[config.mk]
export PLATFORM = sky130hd
export DESIGN_NAME = time_of_day_clock
export DESIGN_NICKNAME = d
export VERILOG_FILES = /design/src/rtl/core/tod_pkg.sv /design/src/rtl/core/tod_in_stage.sv /design/src/rtl/core/tod_core.sv /design/src/rtl/core/time_of_day_clock.sv
export SDC_FILE = /design/constraint.sdc
export NUM_CORES = 1
export LEC_CHECK = 0
export BUFFER_PORTS_ARGS = -buffer_cell sky130_fd_sc_hd__buf_2
export CAP_MARGIN = 20
export CORE_UTILIZATION = 52
export DETAILED_ROUTE_END_ITERATION = 16
export GPL_ROUTABILITY_DRIVEN = 0
export PLACE_DENSITY = 0.75
export SLEW_MARGIN = 20
export SYNTH_ARGS = -nofsm -noshare
export SYNTH_HDL_FRONTEND = slang
export SYNTH_SLANG_ARGS = --single-unit
[constraint.sdc]
create_clock -name clk -period 4.41 [get_ports clk]
set_clock_uncertainty 0.2 [all_clocks]
set_input_delay 0 -clock clk [delete_from_list [all_inputs] [get_ports clk]]
set_output_delay 0 -clock clk [all_outputs]
set_load 0.02 [all_outputs]
[src/rtl/core/tod_pkg.sv]
package tod_pkg;

    localparam int TICKS_PER_MILLI = 1000;
    localparam int MICRO_W = (TICKS_PER_MILLI > 1) ? $clog2(TICKS_PER_MILLI) : 1;

    localparam int MILLIS_PER_SEC = 1000;
    localparam int SECS_PER_HOUR  = 3600;
    localparam int SECS_PER_MIN   = 60;
    localparam int SECS_PER_DAY   = 86400;
    localparam int MILLIS_PER_DAY = 86400000;

    localparam logic [1:0] REQ_TICK   = 2'd0;
    localparam logic [1:0] REQ_MANUAL = 2'd1;
    localparam logic [1:0] REQ_GPS    = 2'd2;

    localparam logic [1:0] SRC_NONE = 2'd0;

    typedef struct packed {
        logic [1:0]  req;
        logic        set_ok;
        logic [4:0]  hour;
        logic [5:0]  minute;
        logic [5:0]  second;
        logic [16:0] secs;
    } item_t;

endpackage

[src/rtl/core/tod_in_stage.sv]
module tod_in_stage
(
    input  logic                clk,
    input  logic                rst_n,
    input  logic                item_valid,
    output logic                item_stall,
    input  logic [1:0]          req_type,
    input  logic [7:0]          set_hour,
    input  logic [7:0]          set_minute,
    input  logic [7:0]          set_second,
    input  logic                ready,
    output logic                s1_valid,
    output tod_pkg::item_t      s1_item
);

    logic           valid_reg;
    tod_pkg::item_t item_reg;
    tod_pkg::item_t item_next;

    assign item_stall = valid_reg && !ready;
    assign s1_valid   = valid_reg;
    assign s1_item    = item_reg;

    always_comb
    begin
        item_next.req    = req_type;
        item_next.set_ok = (set_hour < 8'd24) && (set_minute < 8'd60) && (set_second < 8'd60);
        item_next.hour   = set_hour[4:0];
        item_next.minute = set_minute[5:0];
        item_next.second = set_second[5:0];
        item_next.secs   = 17'(17'(set_hour[4:0]) * 17'(tod_pkg::SECS_PER_HOUR))
                         + 17'(17'(set_minute[5:0]) * 17'(tod_pkg::SECS_PER_MIN))
                         + 17'(set_second[5:0]);
    end

    always_ff @(posedge clk or negedge rst_n)
    begin
        if (!rst_n)
        begin
            valid_reg <= 1'b0;
        end
        else if (!item_stall)
        begin
            valid_reg <= item_valid;
        end
    end

    always_ff @(posedge clk)
    begin
        if (item_valid && !item_stall)
        begin
            item_reg <= item_next;
        end
    end

endmodule

[src/rtl/core/tod_core.sv]
module tod_core
(
    input  logic                clk,
    input  logic                rst_n,
    input  logic                s1_valid,
    input  tod_pkg::item_t      s1_item,
    output logic                ready,
    output logic                result_valid,
    input  logic                result_stall,
    output logic                status,
    output logic                clock_valid,
    output logic [1:0]          clock_source,
    output logic [4:0]          hour_now,
    output logic [5:0]          minute_now,
    output logic [5:0]          second_now,
    output logic [16:0]         seconds_of_day,
    output logic [26:0]         millis_of_day,
    output logic [31:0]         age_millis
);

    localparam int MW = tod_pkg::MICRO_W;

    logic                valid_flag_reg,  valid_flag_next;
    logic [1:0]          source_reg,      source_next;
    logic [MW-1:0]       micros_reg,      micros_next;
    logic [9:0]          millis_reg,      millis_next;
    logic [4:0]          hour_reg,        hour_next;
    logic [5:0]          minute_reg,      minute_next;
    logic [5:0]          second_reg,      second_next;
    logic [16:0]         day_secs_reg,    day_secs_next;
    logic [26:0]         day_millis_reg,  day_millis_next;
    logic [31:0]         age_reg,         age_next;

    logic                out_valid_reg;
    logic                status_reg,      status_next;
    logic                advance;
    logic                tick;
    logic                is_set;
    logic                load;
    logic                milli_done;
    logic                sec_done;
    logic                min_done;
    logic                hour_done;

    assign ready   = !out_valid_reg || !result_stall;
    assign advance = s1_valid && ready;

    assign tick   = (s1_item.req == tod_pkg::REQ_TICK) && valid_flag_reg;
    assign is_set = (s1_item.req == tod_pkg::REQ_MANUAL) || (s1_item.req == tod_pkg::REQ_GPS);
    assign load   = is_set && s1_item.set_ok;

    assign milli_done = tick && (micros_reg == MW'(tod_pkg::TICKS_PER_MILLI - 1));
    assign sec_done   = milli_done && (millis_reg == 10'(tod_pkg::MILLIS_PER_SEC - 1));
    assign min_done   = sec_done && (second_reg == 6'(tod_pkg::SECS_PER_MIN - 1));
    assign hour_done  = min_done && (minute_reg == 6'(tod_pkg::SECS_PER_MIN - 1));

    always_comb
    begin
        valid_flag_next = valid_flag_reg;
        source_next     = source_reg;
        micros_next     = micros_reg;
        millis_next     = millis_reg;
        hour_next       = hour_reg;
        minute_next     = minute_reg;
        second_next     = second_reg;
        day_secs_next   = day_secs_reg;
        day_millis_next = day_millis_reg;
        age_next        = age_reg;
        status_next     = is_set && !s1_item.set_ok;

        if (load)
        begin
            valid_flag_next = 1'b1;
            source_next     = s1_item.req;
            micros_next     = '0;
            millis_next     = '0;
            hour_next       = s1_item.hour;
            minute_next     = s1_item.minute;
            second_next     = s1_item.second;
            day_secs_next   = s1_item.secs;
            day_millis_next = 27'(27'(s1_item.secs) * 27'(tod_pkg::MILLIS_PER_SEC));
            age_next        = '0;
        end
        else if (tick)
        begin
            micros_next = milli_done ? '0 : micros_reg + MW'(1);
            if (milli_done)
            begin
                age_next        = age_reg + 32'd1;
                day_millis_next = (day_millis_reg == 27'(tod_pkg::MILLIS_PER_DAY - 1))
                                ? '0 : day_millis_reg + 27'd1;
                millis_next     = sec_done ? '0 : millis_reg + 10'd1;
            end
            if (sec_done)
            begin
                second_next   = min_done ? '0 : second_reg + 6'd1;
                day_secs_next = (day_secs_reg == 17'(tod_pkg::SECS_PER_DAY - 1))
                              ? '0 : day_secs_reg + 17'd1;
            end
            if (min_done)
            begin
                minute_next = hour_done ? '0 : minute_reg + 6'd1;
            end
            if (hour_done)
            begin
                hour_next = (hour_reg == 5'd23) ? '0 : hour_reg + 5'd1;
            end
        end
    end

    always_ff @(posedge clk or negedge rst_n)
    begin
        if (!rst_n)
        begin
            valid_flag_reg <= 1'b0;
            source_reg     <= tod_pkg::SRC_NONE;
            micros_reg     <= '0;
            millis_reg     <= '0;
            hour_reg       <= '0;
            minute_reg     <= '0;
            second_reg     <= '0;
            day_secs_reg   <= '0;
            day_millis_reg <= '0;
            age_reg        <= '0;
            out_valid_reg  <= 1'b0;
        end
        else
        begin
            if (ready)
            begin
                out_valid_reg <= s1_valid;
            end
            if (advance)
            begin
                valid_flag_reg <= valid_flag_next;
                source_reg     <= source_next;
                micros_reg     <= micros_next;
                millis_reg     <= millis_next;
                hour_reg       <= hour_next;
                minute_reg     <= minute_next;
                second_reg     <= second_next;
                day_secs_reg   <= day_secs_next;
                day_millis_reg <= day_millis_next;
                age_reg        <= age_next;
            end
        end
    end

    always_ff @(posedge clk)
    begin
        if (advance)
        begin
            status_reg <= status_next;
        end
    end

    assign result_valid   = out_valid_reg;
    assign status         = status_reg;
    assign clock_valid    = valid_flag_reg;
    assign clock_source   = source_reg;
    assign hour_now       = hour_reg;
    assign minute_now     = minute_reg;
    assign second_now     = second_reg;
    assign seconds_of_day = day_secs_reg;
    assign millis_of_day  = day_millis_reg;
    assign age_millis     = age_reg;

endmodule

[src/rtl/core/time_of_day_clock.sv]
// Time-of-day clock driven by one-microsecond tick transfers and set transfers
// (manual or GPS). Every accepted transfer yields exactly one result transfer with
// the clock state after it; a set out of range returns status 1 and leaves the
// state alone. One item is accepted per cycle, back to back, unless the result
// side stalls. An input register holds the request and the set time folded into
// seconds, and then the state registers, which also form the result register,
// take the updated counters. A stall on the result side holds the pipeline; up to
// two items are in flight. Ticks are ignored until the first good set.
module time_of_day_clock
(
    input  logic        clk,
    input  logic        rst_n,
    input  logic        item_valid,
    output logic        item_stall,
    input  logic [1:0]  req_type,
    input  logic [7:0]  set_hour,
    input  logic [7:0]  set_minute,
    input  logic [7:0]  set_second,
    output logic        result_valid,
    input  logic        result_stall,
    output logic        status,
    output logic        clock_valid,
    output logic [1:0]  clock_source,
    output logic [4:0]  hour_now,
    output logic [5:0]  minute_now,
    output logic [5:0]  second_now,
    output logic [16:0] seconds_of_day,
    output logic [26:0] millis_of_day,
    output logic [31:0] age_millis
);

    logic           ready;
    logic           s1_valid;
    tod_pkg::item_t s1_item;

    tod_in_stage u_in_stage
    (
        .clk        (clk),
        .rst_n      (rst_n),
        .item_valid (item_valid),
        .item_stall (item_stall),
        .req_type   (req_type),
        .set_hour   (set_hour),
        .set_minute (set_minute),
        .set_second (set_second),
        .ready      (ready),
        .s1_valid   (s1_valid),
        .s1_item    (s1_item)
    );

    tod_core u_core
    (
        .clk            (clk),
        .rst_n          (rst_n),
        .s1_valid       (s1_valid),
        .s1_item        (s1_item),
        .ready          (ready),
        .result_valid   (result_valid),
        .result_stall   (result_stall),
        .status         (status),
        .clock_valid    (clock_valid),
        .clock_source   (clock_source),
        .hour_now       (hour_now),
        .minute_now     (minute_now),
        .second_now     (second_now),
        .seconds_of_day (seconds_of_day),
        .millis_of_day  (millis_of_day),
        .age_millis     (age_millis)
    );

endmodule
==> metrics.txt <==
Min Clock Period, post-route 4.48 ns; Avg Cell Area, Syn 9.26 µm²; hold slack -0.0648 ns; outcome finished, violations left; vias in the first global route 10700; async set-reset flop share out of synthesis 76.6%; Finished Cell Area 0.0152 mm²; Final Hold Violating Endpoints 12; Max-Cap Viols 0; Syn-to-layout area delta 23.6%; failing checks hold timing, setup timing; worst rel slew slack 43.0%; clock latency at the later pin of the worst-skew pair 0.44 ns; dominant cell type by area after synthesis dfrtp_1; R2R depth 14; most used cell, CP fa_1; Synth warnings 0; IO Port Bufs 128; Routed WL per cell 16.8 µm; Least-Margin Pin Slew 0.846 ns; XOR/XNOR share of the synthesized area 4.41%; Synth Cell Area 0.0123 mm²; Initial Util 53.7%; Site Rows 55; setup_tns -0.0684 ns; 1st-pass router iterations 6; Yosys cell types 78; f_max 223 MHz; CTS tree yes; Worst Setup EP u_core.millis_of_day[26]$_DFFE_PN0P_; Detailed Place HPWL 22600 µm; Cell Chain, Critical Path inv_2, buf_6, fa_1, fa_1, fa_1, fa_1, inv_2, ha_4, nand2_2, or3b_4, a31oi_4, a2111oi_4, or4_1, nand3_1; Largest register FFs 35; Post-DRT Antenna Nets 0; mux cell area share after synthesis 0.254%; worst endpoint data arrival time 4.64 ns; RSZ-0062 raised after global routing true; Setup Viol. Count Final 1; post-synthesis adder-cell area fraction 23.5%; cell with the most instances after synthesis inv_1; sequential cell area 0.00403 mm²; die footprint 0.0243 mm²; max-slew violations 0; first-pass GRT wire length 51300 µm; fin util 66.4%; Die H 156 µm; synthesized instance count 1330; CP max stage cell fa_1; DR iter-0 viols 1076; synth cell count leaders inv_1 (139), o21ai_0 (121), dfrtp_1 (118); layout cells sized above 1 21.9%; Clock Tree Root clkbuf_16; Setup crit start kind flip-flop; area share of and/or/nand/nor cells after synthesis 16.7%; top_reg_cell synth dfrtp_1; drt total wl 31900 µm; initial antenna violation count 0; Clock transition at path regs 0.07 ns; final period utilization 102%; GRT Overall Usage 26.2%; Die X-Extent 156 µm; htree depth 4; io pins 129; CORE AREA 0.0229 mm²; area of the multi-input gates 0.00795 mm²; # fillers 1782; # nets final 1786; top-area cell type share of the netlist area 24.0%; largest net degree at the start of global routing 119; RR Endpoint u_core.millis_of_day[26]$_DFFE_PN0P_; FF+latch count, synth 154; number of vias per cell 5.83; Setup WS post-layout -0.0684 ns; Hold WC Path Type primary input to asynchronous set/reset pin; number of antenna diodes 0; Via Count 11000; crit path launch u_in_stage.s1_item[5]$_DFFE_PP_; Syn Nets 1548; crit path kind flip-flop to flip-flop; EDFF count, synth 36; Synth area leaders dfrtp_1 (24%), fa_1 (12%), ha_1 (12%); post-synthesis compound-gate area fraction 16.6%; post-synthesis sequential area ratio 32.8%; Critical Path End Type flip-flop; clk sinks 154; worst r2r src u_in_stage.s1_item[5]$_DFFE_PP_; combinational family with the most area after synthesis adder cells; Largest stage delay, worst path 0.55 ns; TritonCTS buffer count 17; Max Root-Sink Buffers 2; WP data required 4.57 ns; Placed Area 0.0138 mm²; CP Max Fanout 3; Remaining DRCs 0; total congestion overflow 0; r2r setup slk -0.07 ns
==> worst max-delay path, delay by kind of cell, from the launching register on <==
family	cells	cell delay [ns]
compound gates	2	0.27
fa+ha+maj	5	2.26
buf+inv	3	0.23
simple gates	4	1.09
flops	1	0.36
==> worst min-delay path by stage <==
| stage | start | end | slack (ns) | depth (start not counted) |
|---|---|---|---|---|
| floorplan | rst_n | u_core.age_millis[0]$_DFFE_PN0P_ | -0.50 | 0 |
| global placement | rst_n | u_core.millis_of_day[21]$_DFFE_PN0P_ | -0.05 | 2 |
| detailed placement | rst_n | u_core.millis_of_day[21]$_DFFE_PN0P_ | -0.05 | 2 |
| CTS | rst_n | u_core.millis_of_day[21]$_DFFE_PN0P_ | 0.05 | 3 |
| global route | rst_n | u_core.millis_of_day[21]$_DFFE_PN0P_ | 0.04 | 3 |
| finish | rst_n | u_core.millis_of_day[21]$_DFFE_PN0P_ | -0.06 | 3 |
==> layer usage <==
layer,part of all wire (%),track usage (%),up-vias
met4,1.8,6.91,0
li1,-,-,5183
met1,42,33.6,5392
met5,0,0,-
met3,6.5,4.92,60
met2,49,45.2,403
==> cells by family after synthesis <==
kind of cell | Yosys count
muxes | 3
adders and majority gates | 188
buffers and inverters | 184
and+or+nand+nor | 407
AOI/OAI and AO/OA | 332
DFF | 154
xor gates and xnor gates | 62
==> metrics by stage <==
| step | cells | setup WS (ns) |
|---|---|---|
| 2_1_floorplan | 1330 | -0.109 |
| 3_3_place_gp | 1814 | -0.0194 |
| 3_5_place_dp | 1814 | -0.130 |
| 4_1_cts | 1878 | -0.0361 |
| 5_1_grt | 1894 | -0.178 |
| 6_report | 1894 | -0.0684 |
==> timing repair <==
action                                  CTS  global route
hold buffers                             26             0
pin swaps                                22            41
buffers inserted                          6            17
resized for setup                        15            62
endpoints found under the setup margin   10            14
endpoints found under the hold margin   144             0
==> cell usage in the layout (no fill, tap or decap), types with 15 or more instances in the layout <==
master and instances:
edfxtp_1 36, o21ai_0 113, ha_4 15, ha_1 99, or3_1 16, inv_2 16
buf_2 127, inv_1 123, nor2_1 93, a21oi_1 68, a31oi_1 21, nand4_1 17
buf_4 105, dfrtp_1 118, xor2_1 19, xnor2_1 43, nor3_1 39, fa_1 71
nand2_1 91, dlygate4sd3_1 26, a21o_1 18, and3_1 18, clkbuf_16 17, nand3_1 52
==> layout make-up <==
cell class | count | share of cell area [%]
clock buffer | 18 | 2.82
tap | 313 | 2.57
sequential | 154 | 26.5
inverter | 139 | 3.43
timing repair buffer | 264 | 11.6
clock inverter | 14 | 0.863
multi-input combinational | 992 | 52.2
Power is left out: the tool's default activity adds up to more than one toggle a clock period on the data nets, which glitch-free logic cannot reach.
